### config.mk
export PLATFORM = sky130hd
export DESIGN_NAME = legacy_byte_to_utf8_transcoder_top
export DESIGN_NICKNAME = d
export VERILOG_FILES = /design/src/hdl/lbut_pkg.sv /design/src/hdl/lbut_queue.sv /design/src/hdl/lbut_front.sv /design/src/hdl/lbut_back.sv /design/src/hdl/legacy_byte_to_utf8_transcoder_top.sv
export SDC_FILE = /design/constraint.sdc
export NUM_CORES = 1
export LEC_CHECK = 0
export ABC_CLOCK_PERIOD_IN_PS = 4420
export BUFFER_PORTS_ARGS = -buffer_cell sky130_fd_sc_hd__buf_2
export CAP_MARGIN = 30
export CORE_AREA = 5 5 179 130
export CTS_CLUSTER_DIAMETER = 100
export DETAILED_ROUTE_END_ITERATION = 10
export DIE_AREA = 0 0 184 135
export PLACE_DENSITY = 0.76
export SYNTH_ARGS = -nofsm -noshare
export SYNTH_HDL_FRONTEND = slang
export SYNTH_SLANG_ARGS = --single-unit
### constraint.sdc
create_clock -name clk -period 4.42 [get_ports clk]
set_input_delay 0.884 -clock clk [delete_from_list [all_inputs] [get_ports clk]]
set_output_delay 0.884 -clock clk [all_outputs]
set_load 0.005 [all_outputs]
### src/hdl/lbut_pkg.sv
// ----------------------------------------------------------------------------
// lbut_pkg
// Shared types, constants and the Windows-1252 upper-range table for the
// legacy byte to UTF-8 transcoder.
// ----------------------------------------------------------------------------
package lbut_pkg;

    // source_mode codes (code 3 behaves as ISO-8859-1)
    localparam logic [1:0] MODE_UTF8   = 2'd0;
    localparam logic [1:0] MODE_LATIN1 = 2'd1;
    localparam logic [1:0] MODE_CP1252 = 2'd2;

    // register indexes on the config port
    localparam logic REG_SOURCE_MODE  = 1'b0;
    localparam logic REG_OUT_CAPACITY = 1'b1;

    // byte classes and UTF-8 framing
    localparam logic [7:0]  ASCII_LIMIT    = 8'h80;
    localparam logic [7:0]  CP1252_HI_END  = 8'hA0;
    localparam logic [15:0] TWO_BYTE_LIMIT = 16'h0800;
    localparam logic [7:0]  LEAD2_MARK     = 8'hC0;
    localparam logic [7:0]  LEAD3_MARK     = 8'hE0;
    localparam logic [7:0]  CONT_MARK      = 8'h80;

    // sequence lengths
    localparam logic [1:0] LEN_ONE   = 2'd1;
    localparam logic [1:0] LEN_TWO   = 2'd2;
    localparam logic [1:0] LEN_THREE = 2'd3;

    // queue between front and back
    localparam int QUEUE_DEPTH = 4;
    localparam int QPTR_W      = 2;

    // one encoded sequence: bytes in emit order, length, total after first byte
    typedef struct packed {
        logic [2:0][7:0] seq_bytes;
        logic [1:0]      seq_len;
        logic [15:0]     base_total;
    } lbut_entry_t;

    // queue status seen by front and back
    typedef struct packed {
        logic full;
        logic empty;
    } lbut_qstat_t;

    // code points for bytes 0x80..0x9F
    function automatic logic [15:0] cp1252_upper(input logic [4:0] idx);
        logic [15:0] cp;
        case (idx)
            5'd0:    cp = 16'h20AC;
            5'd1:    cp = 16'h0081;
            5'd2:    cp = 16'h201A;
            5'd3:    cp = 16'h0192;
            5'd4:    cp = 16'h201E;
            5'd5:    cp = 16'h2026;
            5'd6:    cp = 16'h2020;
            5'd7:    cp = 16'h2021;
            5'd8:    cp = 16'h02C6;
            5'd9:    cp = 16'h2030;
            5'd10:   cp = 16'h0160;
            5'd11:   cp = 16'h2039;
            5'd12:   cp = 16'h0152;
            5'd13:   cp = 16'h008D;
            5'd14:   cp = 16'h017D;
            5'd15:   cp = 16'h008F;
            5'd16:   cp = 16'h0090;
            5'd17:   cp = 16'h2018;
            5'd18:   cp = 16'h2019;
            5'd19:   cp = 16'h201C;
            5'd20:   cp = 16'h201D;
            5'd21:   cp = 16'h2022;
            5'd22:   cp = 16'h2013;
            5'd23:   cp = 16'h2014;
            5'd24:   cp = 16'h02DC;
            5'd25:   cp = 16'h2122;
            5'd26:   cp = 16'h0161;
            5'd27:   cp = 16'h203A;
            5'd28:   cp = 16'h0153;
            5'd29:   cp = 16'h009D;
            5'd30:   cp = 16'h017E;
            5'd31:   cp = 16'h0178;
            default: cp = 16'h0000;
        endcase
        return cp;
    endfunction

endpackage

### src/hdl/lbut_queue.sv
// ----------------------------------------------------------------------------
// lbut_queue
// Small FIFO of encoded sequences between the front and the back.
// ----------------------------------------------------------------------------
module lbut_queue (
    input  logic                 clk,
    input  logic                 rst_n,
    input  logic                 push,
    input  lbut_pkg::lbut_entry_t push_entry,
    input  logic                 pop,
    output lbut_pkg::lbut_entry_t head_entry,
    output lbut_pkg::lbut_qstat_t qstat
);
    import lbut_pkg::*;

    lbut_entry_t       slots [QUEUE_DEPTH];
    logic [QPTR_W-1:0] wr_ptr_reg, wr_ptr_next;
    logic [QPTR_W-1:0] rd_ptr_reg, rd_ptr_next;
    logic [QPTR_W:0]   fill_reg, fill_next;

    // status and head
    assign qstat.full  = (fill_reg == (QPTR_W+1)'(QUEUE_DEPTH));
    assign qstat.empty = (fill_reg == '0);
    assign head_entry  = slots[rd_ptr_reg];

    // pointer and fill update
    always_comb
    begin
        wr_ptr_next = wr_ptr_reg;
        rd_ptr_next = rd_ptr_reg;
        fill_next   = fill_reg;
        if (push)
        begin
            wr_ptr_next = wr_ptr_reg + 1'b1;
        end
        if (pop)
        begin
            rd_ptr_next = rd_ptr_reg + 1'b1;
        end
        if (push && !pop)
        begin
            fill_next = fill_reg + 1'b1;
        end
        else if (pop && !push)
        begin
            fill_next = fill_reg - 1'b1;
        end
    end

    always_ff @(posedge clk or negedge rst_n)
    begin
        if (!rst_n)
        begin
            wr_ptr_reg <= '0;
            rd_ptr_reg <= '0;
            fill_reg   <= '0;
        end
        else
        begin
            wr_ptr_reg <= wr_ptr_next;
            rd_ptr_reg <= rd_ptr_next;
            fill_reg   <= fill_next;
        end
    end

    // entry storage
    always_ff @(posedge clk)
    begin
        if (push)
        begin
            slots[wr_ptr_reg] <= push_entry;
        end
    end

endmodule

### src/hdl/lbut_front.sv
// ----------------------------------------------------------------------------
// lbut_front
// Accepts source bytes, maps them to code points, checks the fit against
// the capacity, keeps the running count and queues the encoded sequence.
// ----------------------------------------------------------------------------
module lbut_front #(
    parameter int SEQ_RESERVE = 4,
    parameter int COUNT_BITS  = 16
) (
    input  logic                  clk,
    input  logic                  rst_n,
    input  logic [1:0]            source_mode,
    input  logic [15:0]           out_capacity,
    input  logic                  in_valid,
    output logic                  in_ready,
    input  logic [7:0]            in_byte,
    input  logic                  in_last,
    input  lbut_pkg::lbut_qstat_t qstat,
    output logic                  push,
    output lbut_pkg::lbut_entry_t push_entry,
    output logic [COUNT_BITS-1:0] count_value
);
    import lbut_pkg::*;

    localparam int CMP_W = ((COUNT_BITS > 16) ? COUNT_BITS : 16) + 1;

    logic [COUNT_BITS-1:0] count_reg, count_next;
    logic [CMP_W-1:0]      count_ext, cap_ext, lim_ext, cap_eff, reserve_ext;
    logic                  single, use_table, fits, accept;
    logic [15:0]           cp;
    logic [1:0]            seq_len;

    // effective capacity: never beyond what the count can hold
    assign count_ext   = CMP_W'(count_reg);
    assign cap_ext     = CMP_W'(out_capacity);
    assign lim_ext     = CMP_W'({COUNT_BITS{1'b1}});
    assign cap_eff     = (cap_ext < lim_ext) ? cap_ext : lim_ext;
    assign reserve_ext = CMP_W'(SEQ_RESERVE);

    // classify the byte
    assign single    = (source_mode == MODE_UTF8) || (in_byte < ASCII_LIMIT);
    assign use_table = (source_mode == MODE_CP1252) && (in_byte < CP1252_HI_END);
    assign cp        = use_table ? cp1252_upper(in_byte[4:0]) : {8'h00, in_byte};

    // fit check: a multi-byte sequence needs the full reserve
    assign fits = single ? (count_ext < cap_eff)
                         : ((count_ext + reserve_ext) <= cap_eff);

    // encode
    always_comb
    begin
        push_entry.seq_bytes = '0;
        if (single)
        begin
            seq_len                 = LEN_ONE;
            push_entry.seq_bytes[0] = in_byte;
        end
        else if (cp < TWO_BYTE_LIMIT)
        begin
            seq_len                 = LEN_TWO;
            push_entry.seq_bytes[0] = LEAD2_MARK | {3'b000, cp[10:6]};
            push_entry.seq_bytes[1] = CONT_MARK | {2'b00, cp[5:0]};
        end
        else
        begin
            seq_len                 = LEN_THREE;
            push_entry.seq_bytes[0] = LEAD3_MARK | {4'h0, cp[15:12]};
            push_entry.seq_bytes[1] = CONT_MARK | {2'b00, cp[11:6]};
            push_entry.seq_bytes[2] = CONT_MARK | {2'b00, cp[5:0]};
        end
        push_entry.seq_len    = seq_len;
        push_entry.base_total = 16'(count_ext + CMP_W'(1));
    end

    // handshake: take a beat whenever the queue has room
    assign in_ready = !qstat.full;
    assign accept   = in_valid && in_ready;
    assign push     = accept && fits;

    // running count, cleared after the last byte of a buffer
    always_comb
    begin
        count_next = count_reg;
        if (accept)
        begin
            if (in_last)
            begin
                count_next = '0;
            end
            else if (fits)
            begin
                count_next = count_reg + COUNT_BITS'(seq_len);
            end
        end
    end

    always_ff @(posedge clk or negedge rst_n)
    begin
        if (!rst_n)
        begin
            count_reg <= '0;
        end
        else
        begin
            count_reg <= count_next;
        end
    end

    assign count_value = count_reg;

endmodule

### src/hdl/lbut_back.sv
// ----------------------------------------------------------------------------
// lbut_back
// Walks the head sequence of the queue and emits one UTF-8 byte per beat
// through an output register.
// ----------------------------------------------------------------------------
module lbut_back (
    input  logic                  clk,
    input  logic                  rst_n,
    input  lbut_pkg::lbut_entry_t head_entry,
    input  lbut_pkg::lbut_qstat_t qstat,
    output logic                  pop,
    output logic                  out_valid,
    input  logic                  out_ready,
    output logic [7:0]            out_byte,
    output logic                  out_last,
    output logic [15:0]           out_total
);
    import lbut_pkg::*;

    logic [1:0]  idx_reg, idx_next;
    logic        valid_reg, valid_next;
    logic [7:0]  byte_reg, byte_next;
    logic        last_reg, last_next;
    logic [15:0] total_reg, total_next;
    logic        load, take, is_last;

    // output register free or draining this cycle
    assign load    = !valid_reg || out_ready;
    assign take    = load && !qstat.empty;
    assign is_last = (idx_reg == (head_entry.seq_len - 2'd1));
    assign pop     = take && is_last;

    always_comb
    begin
        idx_next   = idx_reg;
        valid_next = valid_reg;
        byte_next  = byte_reg;
        last_next  = last_reg;
        total_next = total_reg;
        if (take)
        begin
            valid_next = 1'b1;
            byte_next  = head_entry.seq_bytes[idx_reg];
            last_next  = is_last;
            total_next = head_entry.base_total + 16'(idx_reg);
            idx_next   = is_last ? 2'd0 : (idx_reg + 2'd1);
        end
        else if (load)
        begin
            valid_next = 1'b0;
        end
    end

    always_ff @(posedge clk or negedge rst_n)
    begin
        if (!rst_n)
        begin
            idx_reg   <= '0;
            valid_reg <= 1'b0;
        end
        else
        begin
            idx_reg   <= idx_next;
            valid_reg <= valid_next;
        end
    end

    // payload
    always_ff @(posedge clk)
    begin
        byte_reg  <= byte_next;
        last_reg  <= last_next;
        total_reg <= total_next;
    end

    assign out_valid = valid_reg;
    assign out_byte  = byte_reg;
    assign out_last  = last_reg;
    assign out_total = total_reg;

endmodule

### src/hdl/legacy_byte_to_utf8_transcoder_top.sv
// ----------------------------------------------------------------------------
// legacy_byte_to_utf8_transcoder_top
// Converts a stream of UTF-8, ISO-8859-1 or Windows-1252 bytes to UTF-8.
// ----------------------------------------------------------------------------
// Each input beat carries one source byte (tlast marks the end of a buffer)
// and yields one, two or three UTF-8 output beats, or none when the byte
// does not fit in out_capacity. The output emits one byte per cycle while
// m_tready is high; input beats are taken every cycle while the four-entry
// queue between the classifier and the emitter has room. An input beat
// passes through the queue and the output register before it shows on the
// output. Registers: source_mode at 0x0, out_capacity at 0x4. Each output
// beat carries the running byte count of the buffer, which restarts after
// the byte marked tlast.
module legacy_byte_to_utf8_transcoder_top #(
    parameter int SEQ_RESERVE = 4,
    parameter int COUNT_BITS  = 16
) (
    input  logic        clk,
    input  logic        rst_n,
    // config port
    input  logic        psel,
    input  logic        penable,
    input  logic        pwrite,
    input  logic [2:0]  paddr,
    input  logic [31:0] pwdata,
    output logic [31:0] prdata,
    output logic        pready,
    // input stream
    input  logic        s_tvalid,
    output logic        s_tready,
    input  logic [7:0]  s_tdata,   // [7:0] in_byte
    input  logic        s_tlast,   // end_of_buffer
    // output stream
    output logic        m_tvalid,
    input  logic        m_tready,
    output logic [23:0] m_tdata,   // [7:0] out_byte, [23:8] total_written
    output logic        m_tlast    // last_of_run
);
    import lbut_pkg::*;

    logic [1:0]            source_mode_reg;
    logic [15:0]           out_capacity_reg;
    logic                  cfg_wr;
    lbut_qstat_t           qstat;
    lbut_entry_t           push_entry, head_entry;
    logic                  push, pop;
    logic [COUNT_BITS-1:0] count_value;
    logic [7:0]            out_byte;
    logic [15:0]           out_total;

    // config registers
    assign pready = 1'b1;
    assign cfg_wr = psel && penable && pwrite && pready;

    always_ff @(posedge clk or negedge rst_n)
    begin
        if (!rst_n)
        begin
            source_mode_reg  <= MODE_UTF8;
            out_capacity_reg <= 16'hFFFF;
        end
        else if (cfg_wr)
        begin
            case (paddr[2])
                REG_SOURCE_MODE:  source_mode_reg  <= pwdata[1:0];
                REG_OUT_CAPACITY: out_capacity_reg <= pwdata[15:0];
                default:          ;
            endcase
        end
    end

    always_comb
    begin
        case (paddr[2])
            REG_SOURCE_MODE:  prdata = {30'd0, source_mode_reg};
            REG_OUT_CAPACITY: prdata = {16'd0, out_capacity_reg};
            default:          prdata = '0;
        endcase
    end

    // classifier and count keeper
    lbut_front #(
        .SEQ_RESERVE (SEQ_RESERVE),
        .COUNT_BITS  (COUNT_BITS)
    ) u_front (
        .clk          (clk),
        .rst_n        (rst_n),
        .source_mode  (source_mode_reg),
        .out_capacity (out_capacity_reg),
        .in_valid     (s_tvalid),
        .in_ready     (s_tready),
        .in_byte      (s_tdata),
        .in_last      (s_tlast),
        .qstat        (qstat),
        .push         (push),
        .push_entry   (push_entry),
        .count_value  (count_value)
    );

    // sequence queue
    lbut_queue u_queue (
        .clk        (clk),
        .rst_n      (rst_n),
        .push       (push),
        .push_entry (push_entry),
        .pop        (pop),
        .head_entry (head_entry),
        .qstat      (qstat)
    );

    // byte emitter
    lbut_back u_back (
        .clk        (clk),
        .rst_n      (rst_n),
        .head_entry (head_entry),
        .qstat      (qstat),
        .pop        (pop),
        .out_valid  (m_tvalid),
        .out_ready  (m_tready),
        .out_byte   (out_byte),
        .out_last   (m_tlast),
        .out_total  (out_total)
    );

    assign m_tdata = {out_total, out_byte};

    // checks
    a_stall_only_when_full: assert property (@(posedge clk) disable iff (!rst_n)
        !s_tready |-> qstat.full)
        else $error("input stalled with room in the queue");

    a_count_clears: assert property (@(posedge clk) disable iff (!rst_n)
        (s_tvalid && s_tready && s_tlast) |=> (count_value == '0))
        else $error("count not cleared after end of buffer");

    a_run_continues: assert property (@(posedge clk) disable iff (!rst_n)
        (m_tvalid && m_tready && !m_tlast) |=>
            (m_tvalid && (m_tdata[23:8] == $past(m_tdata[23:8]) + 16'd1)))
        else $error("multi-byte run broken or total not incremented");

    a_non_last_is_high: assert property (@(posedge clk) disable iff (!rst_n)
        (m_tvalid && !m_tlast) |-> m_tdata[7])
        else $error("non-final byte of a run is not a lead or continuation byte");

endmodule

==> results of run 1 <==
==> worst max-delay path: stages, from the launching register on <==
cell and delay, ps:
sky130_fd_sc_hd__dfrtp_1 370, sky130_fd_sc_hd__and3_2 230, sky130_fd_sc_hd__nand3_1 180, sky130_fd_sc_hd__or2_2 420
sky130_fd_sc_hd__nor2_1 220, sky130_fd_sc_hd__xor2_1 100, sky130_fd_sc_hd__ha_1 310, sky130_fd_sc_hd__nand3_1 110
sky130_fd_sc_hd__nor4_1 390, sky130_fd_sc_hd__o21ai_0 160, sky130_fd_sc_hd__a32o_1 320, sky130_fd_sc_hd__a22oi_2 190
sky130_fd_sc_hd__nor2_2 100, sky130_fd_sc_hd__ha_1 230, sky130_fd_sc_hd__inv_1 70, sky130_fd_sc_hd__fa_1 400
sky130_fd_sc_hd__mux2_2 270
==> worst paths after layout <==
path                                                      end  slack [ps]                                from
max                           u_queue.fill_reg[1]$_DFFE_PN0P_         220  u_front.count_value[4]$_DFFE_PN0P_
min                        u_front.count_value[1]$_DFFE_PN0P_         300                               rst_n
max reg2reg                   u_queue.fill_reg[1]$_DFFE_PN0P_         220  u_front.count_value[4]$_DFFE_PN0P_
min reg2reg                   u_queue.fill_reg[2]$_DFFE_PN0P_         510     u_queue.fill_reg[2]$_DFFE_PN0P_
max in group asynchronous    out_capacity_reg[11]$_DFFE_PN1P_        3350                               rst_n
min in group clk              u_queue.fill_reg[2]$_DFFE_PN0P_         510     u_queue.fill_reg[2]$_DFFE_PN0P_
==> metal layers <==
layer	up-vias	part of all wire, %
met3	23	8.3
li1	3247	-
met5	-	0
met4	0	1.3
met1	3413	48
met2	318	43
==> through the flow <==
stage                     setup slack (ps)  cells  utilization [%]
after global routing                  85.7   1210             60.0
after detailed placement               326   1169             56.5
after global placement                 406   1169             56.5
final                                  219   1210             60.0
after CTS                              294   1210             60.0
after floorplan                        234    839                -
==> layout make-up <==
| class | instances | area, µm² | share of cell area, % |
|---|---|---|---|
| clock inverter | 15 | 166 | 1.30 |
| inverter | 48 | 185 | 1.45 |
| sequential | 225 | 6560 | 51.4 |
| clock buffer | 26 | 587 | 4.60 |
| multi-input combinational | 507 | 4290 | 33.6 |
| timing repair buffer | 107 | 628 | 4.92 |
| tap | 282 | 353 | 2.76 |
==> cells by family (layout without fill, tap and decap cells) <==
group | Yosys count | count (layout) | share of synthesized area [%]
AO/OA/AOI/OAI | 117 | 117 | 7.47
XOR/XNOR | 48 | 48 | 3.72
adder cells (fa/ha/maj) | 47 | 47 | 5.40
buffers and inverters | 107 | 196 | 4.69
flip-flops | 225 | 225 | 58.0
multiplexers | 79 | 79 | 11.8
other | 2 | 17 | 0.0664
AND/OR/NAND/NOR | 199 | 199 | 8.87
==> layout by cell type (no fill, tap or decap), drive strengths merged, types with 14 or more instances in the layout <==
cell,n
and2,25
edfxtp,181
conb,17
xor2,16
dfrtp,28
o21ai,17
ha,44
mux2i,14
nor2,35
nand3,24
a21oi,24
mux2,24
mux4,41
clkbuf,26
xnor2,32
nand2,58
buf,107
nor3,15
inv,49
dfstp,16
==> power groups by stage <==
stage	registers, mW	clock network, mW	logic, mW
2_1_floorplan	3.14	0	1.70
5_1_grt	3.20	2.07	2.62
4_1_cts	3.16	1.97	2.39
6_report	3.15	1.93	2.37
3_3_place_gp	3.17	0	2.32
3_5_place_dp	3.20	0	2.38
==> cell usage after synthesis, drive strengths merged, types with 3 or more instances <==
master,n,share of area (%)
and2,25,1.4
a211oi,5,0.33
nor2b,5,0.28
buf,38,2.3
nor3,15,0.66
nand3,24,1.2
o211a,3,0.27
and3,7,0.41
o31ai,3,0.20
dfrtp,28,6.2
nor2,35,1.2
clkbuf,21,0.71
mux2i,14,1.2
o211ai,12,0.80
edfxtp,181,48
a32oi,4,0.31
o22ai,9,0.50
xnor2,32,2.5
o21ai,17,0.79
a31oi,6,0.33
xor2,16,1.2
o311ai,7,0.54
mux4,41,8.2
mux2,24,2.4
nand2b,6,0.33
a2111oi,3,0.40
dfstp,16,3.7
nand4,7,0.39
or3,5,0.28
a21o,5,0.33
nand2,58,1.9
inv,47,1.6
ha,44,4.9
fa,3,0.53
a311oi,3,0.23
a21oi,24,1.1
a32o,3,0.27
==> results, run 1 <==
- The longest clock path from root to sink contains 3 buffers.
- The initial antenna violation count was 0.
- The mean post-synth cell area is approximately 14 µm².
- The via count of the first global-routing pass is 6752.
- The area of all placed cells without fillers is about 13000 µm².
- The wire length per cell after detailed routing is between 15 and 20 µm.
- For this run, the detailed router's first-pass iteration total came to 5.
- The total setup buffers inserted after CTS is 0.
- In the synthesized netlist the async set-or-reset flop fraction comes to around a fifth.
- Based on the critical path, the design can be clocked at up to approximately 240 MHz.
- The site row count is 45.
- Synthesis handed over a netlist of roughly 820 instances.
- After the first detailed-routing iteration, the DRC count stood at roughly 580.
- The largest register by flop count is u_queue.slots.
- The cell area that synthesis handed to floorplanning was 11300 µm².
- The fraction of layout cells with a size suffix above 1 is a little over a quarter.
- The fill cell instance count of the final layout is between 1500 and 2000.
- The via total after detailed routing is 7001.
- The final-report hold violation count came to 0.
- In this run switching power makes up 31.4% of total power.
- The number of setup violations in the final report is 0.
- Setup repair after global routing left no endpoint under its margin.
- After clock tree synthesis, the repair step resized 0 gates.
- For the worst flop-to-flop path, the logic depth is 16.
- Dividing the final minimum period by the clock period gives 95.0%.
- Cell internal power was estimated by the tool at 5.11 mW.
- IR analysis of the VDD net gives a maximum drop of between 0.0004 and 0.0005 V.
- The TritonCTS clock tree is yes.
- At the end of routability-driven placement, the weighted congestion stood at 0.942.
- The die covers ~25000 µm².
- The total cell area at the placement stage is 12000 µm².
- The area added between synthesis and finish is 12.9%.
- The final layout contains 1010 nets.
- CTS built an H-tree with a depth of 1.
- Clock tree synthesis found a total of between 200 and 250 sinks.
- Hold timing on the final database bottoms out at a slack of ~300 ps.
- The largest net degree at the start of global routing is 40.
- Along the worst path, the maximum fanout reaches 5.
- The kind of path behind the tightest hold check is in2async.
- Yosys printed 0 warnings.
- The final worst clock skew is between 10 and 15 ps.
- The first global-routing pass estimated about 37 mm of wire.
- The met2 routing resource usage after global routing is between 20% and 30%.
- Across the run, the number of max-cap violations was 0.
- Using the TritonRoute via totals, the vias-per-cell ratio works out to roughly 5.8.
- STA classifies the critical path startpoint as a flip-flop.
- For this run the aggregate overflow at the end of global routing stands at 0.
- The detail route stage leaves a number of antenna-violating nets equal to 0.
- The share of total power dissipated in sequential elements is a little over two fifths.
- The die span in y is 135 µm.
- For this block, the routed nets add up to 23.3 mm of wire.
- STA puts the critical path data required time at slightly below 5000 ps.
- The share of the yosys chip area belonging to registers is 58.0%.
- From left edge to right edge, the die measures 184 µm.
- The power density normalized to cell area is between 500 and 600 nW/µm².
- The number of antenna repair diodes is 0.
- The number of hold-repair buffers added at the cts stage is 0.
- The number of buffers created by CTS is 23.
- The primary flip-flop cell chosen by synthesis mapping is sky130_fd_sc_hd__edfxtp_1.
- The number of buffers added on ports is 75.
- STA puts the critical path data arrival time at roughly 4600 ps.
- The aggregate global-route resource usage is 18.8%.
- The final critical delay including setup and external delays is between 4000 and 5000 ps.
- The clock network accounts for between 20 and 30% of the total power.
- The count of pins on the block boundary is 111.
- Once the floorplan was initialized, standard cells occupied ~53% of the core.
- The worst setup path is captured at a flip-flop.
- After clock tree synthesis, the clock-pin slew on the worst setup and hold paths is around 60 ps.
- The worst pin sits at a relative slew slack of 27.3%.
- The flow ran to the end, and the final reports show no timing, DRC or antenna violations.
- Global routing consumed, on the met3 layer, about 3.3% of the routing resources.
- The critical path is of the reg2reg type.
- Clock latency on the worst-skew pair, taken at its later pin, is between 500 and 600 ps.
- The design draws 7.45 mW.
- The placed wire-length estimate is 16.3 mm.
- The total core area is 21300 µm².
- The synthesized flop and latch total is about 230.
- The distinct cell type count after synthesis is 72.
- The register with the most flip-flops in the layout has approximately 160 of them.
- The transition at the pin with the smallest max-transition slack is 1060 ps.
- The final number of max-transition violations came to 0.
- The most utilized layer in the global route result is met1.
- Counting flops with a built-in enable in the synthesized netlist gives around 180.
- The DRC violations left is 0.
- Global routing consumed, on the met1 layer, 30.3% of the routing resources.
- Summed over all nets, the switching power comes to around 2.3 mW.
- The setup TNS is 0 ps.
- In this run the static leakage power is around 5 nW.
- Clock tree synthesis selected as its root buffer the cell sky130_fd_sc_hd__clkbuf_16.
- The part of the total power dissipated in combinational logic is between 30% and 40%.
Power figures use the tool's default switching activity.
==> inputs of run 2 (changes only) <==
--- a/config.mk
+++ b/config.mk
@@ -5,14 +5,16 @@
 export SDC_FILE = /design/constraint.sdc
 export NUM_CORES = 1
 export LEC_CHECK = 0
+export ABC_AREA = 1
 export ABC_CLOCK_PERIOD_IN_PS = 4420
-export BUFFER_PORTS_ARGS = -buffer_cell sky130_fd_sc_hd__buf_2
 export CAP_MARGIN = 30
-export CORE_AREA = 5 5 179 130
+export CORE_AREA = 5 5 182 131
 export CTS_CLUSTER_DIAMETER = 100
 export DETAILED_ROUTE_END_ITERATION = 10
-export DIE_AREA = 0 0 184 135
-export PLACE_DENSITY = 0.76
+export DIE_AREA = 0 0 187 136
+export DONT_BUFFER_PORTS = 1
+export PLACE_DENSITY = 0.71
+export REMOVE_ABC_BUFFERS = 1
 export SYNTH_ARGS = -nofsm -noshare
 export SYNTH_HDL_FRONTEND = slang
 export SYNTH_SLANG_ARGS = --single-unit
==> results, run 2 <==
- Result of the run: finished clean (unchanged).
- Cell-by-cell trace of the critical path: ha_1 -> nand2_1 -> nor2_1 -> nand3_1 -> xor2_1 -> inv_1 -> ha_1 -> nand3_1 -> nor3_1 -> a21boi_2 -> nand2_1 -> nand2_1 -> clkinv_1 -> nand2_4 -> nand2_4 -> inv_1 -> ha_1 -> inv_1 -> fa_1 -> a21oi_1 -> o21ai_0 -> xor2_1 (was and3_2 -> nand3_1 -> or2_2 -> nor2_1 -> xor2_1 -> ha_1 -> nand3_1 -> nor4_1 -> o21ai_0 -> a32o_1 -> a22oi_2 -> nor2_2 -> ha_1 -> inv_1 -> fa_1 -> mux2_2).
- The synthesized flop and latch total was 225 (unchanged).
- The required time of the critical path is 4800 ps (was 4830 ps).
- The die span in y was 136 µm (was 135 µm).
- The final estimated routing congestion in global placement is 0.935 (was 0.942).
- The endpoint of the most critical setup path is u_queue.fill_reg[2]$_DFFE_PN0P_ (was u_queue.fill_reg[1]$_DFFE_PN0P_).
- The maximum fanout along the worst path is 8 (was 5).
- The critical path startpoint category was a flip-flop (unchanged).
- The number of nets in the layout came to 1278 (was 1010).
- The final hold slack was 68.1 ps (was 303 ps).
- The cell type of the slowest stage on the worst timing path is sky130_fd_sc_hd__dfrtp_1 (was sky130_fd_sc_hd__or2_2).
- The worst supply voltage drop on vdd was 0.000347 V (was 0.000435 V).
- Most area-consuming cells after synthesis: sky130_fd_sc_hd__edfxtp_1 (47%), sky130_fd_sc_hd__nand2_1 (7.7%), sky130_fd_sc_hd__dfrtp_1 (6.0%), sky130_fd_sc_hd__nor2_1 (4.9%), sky130_fd_sc_hd__ha_1 (4.8%) (was sky130_fd_sc_hd__edfxtp_1 (48%), sky130_fd_sc_hd__mux4_2 (8.2%), sky130_fd_sc_hd__dfrtp_1 (6.2%), sky130_fd_sc_hd__ha_1 (4.9%), sky130_fd_sc_hd__dfstp_2 (3.7%)).
- The number of violations reported at the end of detailed-routing iteration 0 is 788 (was 583).
- The largest net degree at the start of global routing was 52 (was 40).
- The internal power contribution is 4.96 mW (was 5.11 mW).
- The power density normalized to cell area is 607 nW/µm² (was 583 nW/µm²).
- The total cell area at the placement stage is 11800 µm² (was 12000 µm²).
- The total core area is 22100 µm² (was 21300 µm²).
- The via total after detailed routing came to 8179 (was 7001).
- The netlist area before placement is 11600 µm² (was 11300 µm²).
- The data arrival time of the worst path came to 4350 ps (was 4610 ps).
- The number of cells in the finished layout apart from fillers is 1484 (was 1210).
- The primary flip-flop cell chosen by synthesis mapping is sky130_fd_sc_hd__edfxtp_1 (unchanged).
- The DRC violations left is 0 (unchanged).
- The area of all placed cells without fillers is 12600 µm² (was 12800 µm²).
- The largest buffer count on any clock path was 3 (unchanged).
- The proportion of netlist area held by the largest area contributor is 46.9% (was 48.1%).
- The area added between synthesis and finish is 8.43% (was 12.9%).
- The number of buffers created by CTS is 22 (was 23).
- The power share of the sequential group came to 42.2% (was 42.3%).
- The proportion of register bits with asynchronous set or reset after synthesis is 19.6% (unchanged).
- The kind of path behind the tightest hold check is in2async (unchanged).
- The initial antenna violation count is 0 (unchanged).
- The die area is 25400 µm² (was 24800 µm²).
- The number of cells on the worst reg-to-reg path is 22 (was 16).
- The final critical delay including setup and external delays is 3970 ps (was 4200 ps).
- The number of setup violations in the final report is 0 (unchanged).
- The cell with the most instances after synthesis is sky130_fd_sc_hd__nand2_1 (was sky130_fd_sc_hd__edfxtp_1).
- The mean post-synth cell area was 9.67 µm² (was 13.7 µm²).
- The site row count was 46 (was 45).
- The number of max-cap violations came to 0 (unchanged).
- The kind of critical path is reg2reg (unchanged).
- RSZ-0062 raised after global routing: false (unchanged).
- The total wire length is 25.5 mm (was 23.3 mm).
- The aggregate global-route resource usage is 20.0% (was 18.8%).
- The count of warnings emitted by yosys is 0 (unchanged).
- The count of H-tree levels built during CTS is 1 (unchanged).
- The most common cell after layout, fill and taps aside is sky130_fd_sc_hd__nand2_1 (was sky130_fd_sc_hd__edfxtp_1).
- The transition at the pin with the smallest max-transition slack was 919 ps (was 1060 ps).
- The critical register-to-register path startpoint is u_front.count_value[2]$_DFFE_PN0P_ (was u_front.count_value[4]$_DFFE_PN0P_).
- The number of buffers added on ports is 0 (was 75).
- The nature of the critical path endpoint is a flip-flop (unchanged).
- The number of nets still failing antenna checks after routing came to 0 (unchanged).
- The flip-flop count of the largest register after layout is 156 (unchanged).
- The number of gates given a new drive strength after cts is 0 (unchanged).
- The net switching component of the power is 2.67 mW (was 2.34 mW).
- The final number of max-transition violations is 0 (unchanged).
- The launch point of the critical path is u_front.count_value[2]$_DFFE_PN0P_ (was u_front.count_value[4]$_DFFE_PN0P_).
- Commonest cells in the netlist: sky130_fd_sc_hd__nand2_1 (239), sky130_fd_sc_hd__edfxtp_1 (181), sky130_fd_sc_hd__nor2_1 (150) (was sky130_fd_sc_hd__edfxtp_1 (181), sky130_fd_sc_hd__nand2_1 (58), sky130_fd_sc_hd__inv_1 (46)).
- The distinct cell type count after synthesis was 54 (was 72).
- The number of hold-repair buffers added at the cts stage is 0 (unchanged).
- The count of pins on the block boundary came to 111 (unchanged).
- The proportion of power drawn by the clock network is 26.5% (was 25.9%).
- The largest stage delay on the critical path is 560 ps (was 420 ps).
- The synthesized netlist cell count is 1198 (was 824).
- The post-CTS clock slew at the launch and capture registers of the worst setup and hold paths was 60 ps (about the same).
- The initial core utilization is 52.4% (was 53.1%).
- The worst-skew pair later-pin latency was 510 ps (was 520 ps).
- The width of the die is 187 µm (was 184 µm).
- The first-pass GRT wire length is 41.0 mm (was 37.2 mm).
- The root buffer selected by CTS is sky130_fd_sc_hd__clkbuf_16 (unchanged).
- The mean number of vias per cell was 5.51 (was 5.79).
- The switching fraction of total power is 35.0% (was 31.4%).
- The number of antenna repair diodes is 0 (unchanged).
- The count of flip-flops with a built-in enable after synthesis came to 181 (unchanged).
- The remaining global-route overflow is 0 (unchanged).
- The cell taking the most area after synthesis was sky130_fd_sc_hd__edfxtp_1 (unchanged).
- The final worst clock skew is 10.4 ps (was 14.0 ps).
- The total clock sinks was 225 (unchanged).
- The final period utilization came to 89.9% (was 95.0%).
- The fraction of layout cells with a size suffix above 1 is 8.36% (was 26.4%).
- The TritonCTS clock tree was yes (unchanged).
- The placed wire-length estimate came to 17.1 mm (was 16.3 mm).
- The share of the yosys chip area belonging to registers was 56.6% (was 58.0%).
- The critical register-to-register path endpoint is u_queue.fill_reg[2]$_DFFE_PN0P_ (was u_queue.fill_reg[1]$_DFFE_PN0P_).
- Highest-count cells in the layout ignoring fill and taps: sky130_fd_sc_hd__nand2_1 (239), sky130_fd_sc_hd__edfxtp_1 (181), sky130_fd_sc_hd__nor2_1 (146) (was sky130_fd_sc_hd__edfxtp_1 (181), sky130_fd_sc_hd__buf_2 (75), sky130_fd_sc_hd__nand2_1 (58)).
- The detailed-routing iteration count for the pre-antenna-repair pass was 5 (unchanged).
- The part of the total power dissipated in combinational logic came to 31.3% (was 31.8%).
- The static leakage is 5.22 nW (was 5.06 nW).
- The cell total after placement is 1444 (was 1169).
- The total setup buffers inserted after CTS is 0 (unchanged).
- The register-to-register path setup slack came to 450 ps (was 220 ps).
- The final-report hold violation count is 0 (unchanged).
- The maximum clock rate is 252 MHz (was 238 MHz).
- The largest register by flop count is u_queue.slots (unchanged).
- The wire length per cell after detailed routing was 17.2 µm (was 19.2 µm).
- The headroom to the max-slew limit is 38.6% (was 27.3%).
- The via count of the first global-routing pass is 7624 (was 6752).
## run 2: cell types whose count changed after synthesis, moves of 14 or more
cell                      previous run  this run
sky130_fd_sc_hd__a21oi_1            24        51
sky130_fd_sc_hd__and2_1             23         0
sky130_fd_sc_hd__inv_1              46       103
sky130_fd_sc_hd__mux2_2             24         0
sky130_fd_sc_hd__mux2i_1            14         0
sky130_fd_sc_hd__mux4_2             41         0
sky130_fd_sc_hd__nand2_1            58       239
sky130_fd_sc_hd__nand3_1            22        63
sky130_fd_sc_hd__nor2_1             34       150
sky130_fd_sc_hd__o21ai_0            15        92
sky130_fd_sc_hd__o22ai_1             9        31
sky130_fd_sc_hd__xnor2_1            32         6
sky130_fd_sc_hd__xor2_1             16        35
## run 2: how the worst min path moves through the flow
stage | endpoint | slack, ps | cells after the start
after global routing | u_front.count_value[15]$_DFFE_PN0P_ | 40 | 0
final | u_front.count_value[12]$_DFFE_PN0P_ | 70 | 0
after detailed placement | source_mode_reg[0]$_DFFE_PN0P_ | 490 | 2
after global placement | out_capacity_reg[1]$_DFFE_PN1P_ | 490 | 2
after floorplan | out_capacity_reg[2]$_DFFE_PN1P_ | 470 | 2
after CTS | u_front.count_value[12]$_DFFE_PN0P_ | 50 | 0
## run 2: cell type report
type,count,area [µm²]
clock buffers,31,604
clock inverters,9,184
inverters,116,440
flip-flops and latches,225,6560
fillers,1937,9530
multi-input cells,803,4280
repair buffers,12,140
well taps,288,360
## run 2: power by group through the flow
stage	Sequential [mW]	Combinational [mW]	Clock (mW)
after floorplan	3.27	1.57	0
after global placement	3.24	2.31	0
after detailed placement	3.27	2.38	0
after CTS	3.23	2.40	2.06
after global routing	3.28	2.69	2.15
final	3.22	2.39	2.02
## run 2: worst max-delay path, delay by kind of cell (launching register included)
kind	cells	cell delay (ps)
adders and majority gates	4	1080
DFF	1	560
and+or+nand+nor	9	1010
xor gates and xnor gates	2	370
AOI/OAI and AO/OA	3	480
buffers and inverters	4	340
## run 2: routing by layer
metal | track usage [%] | wire length (µm) | up-vias
met1 | 30.7 | 12100 | 3820
li1 | - | - | 3976
met5 | 0 | 0 | -
met4 | 3.49 | 379 | 0
met3 | 4.31 | 2400 | 31
met2 | 29.9 | 10600 | 352
## run 2: per-stage QoR
stage	util, %	worst slack (ps)	power [mW]	setup TNS (ps)
final	56.9	447	7.63	0
after floorplan	-	-113	4.84	-17640
after global placement	53.3	570	5.56	0
after detailed placement	53.3	477	5.65	0
after CTS	56.9	448	7.69	0
after global routing	56.9	23.5	8.12	0
## run 2: cell families after synthesis
group	synth area share, %
DFF	56.6
buffers and inverters	7.37
AOI/OAI and AO/OA	10.0
and+or+nand+nor	17.6
other	0.0648
adders and majority gates	5.27
xor gates and xnor gates	3.10
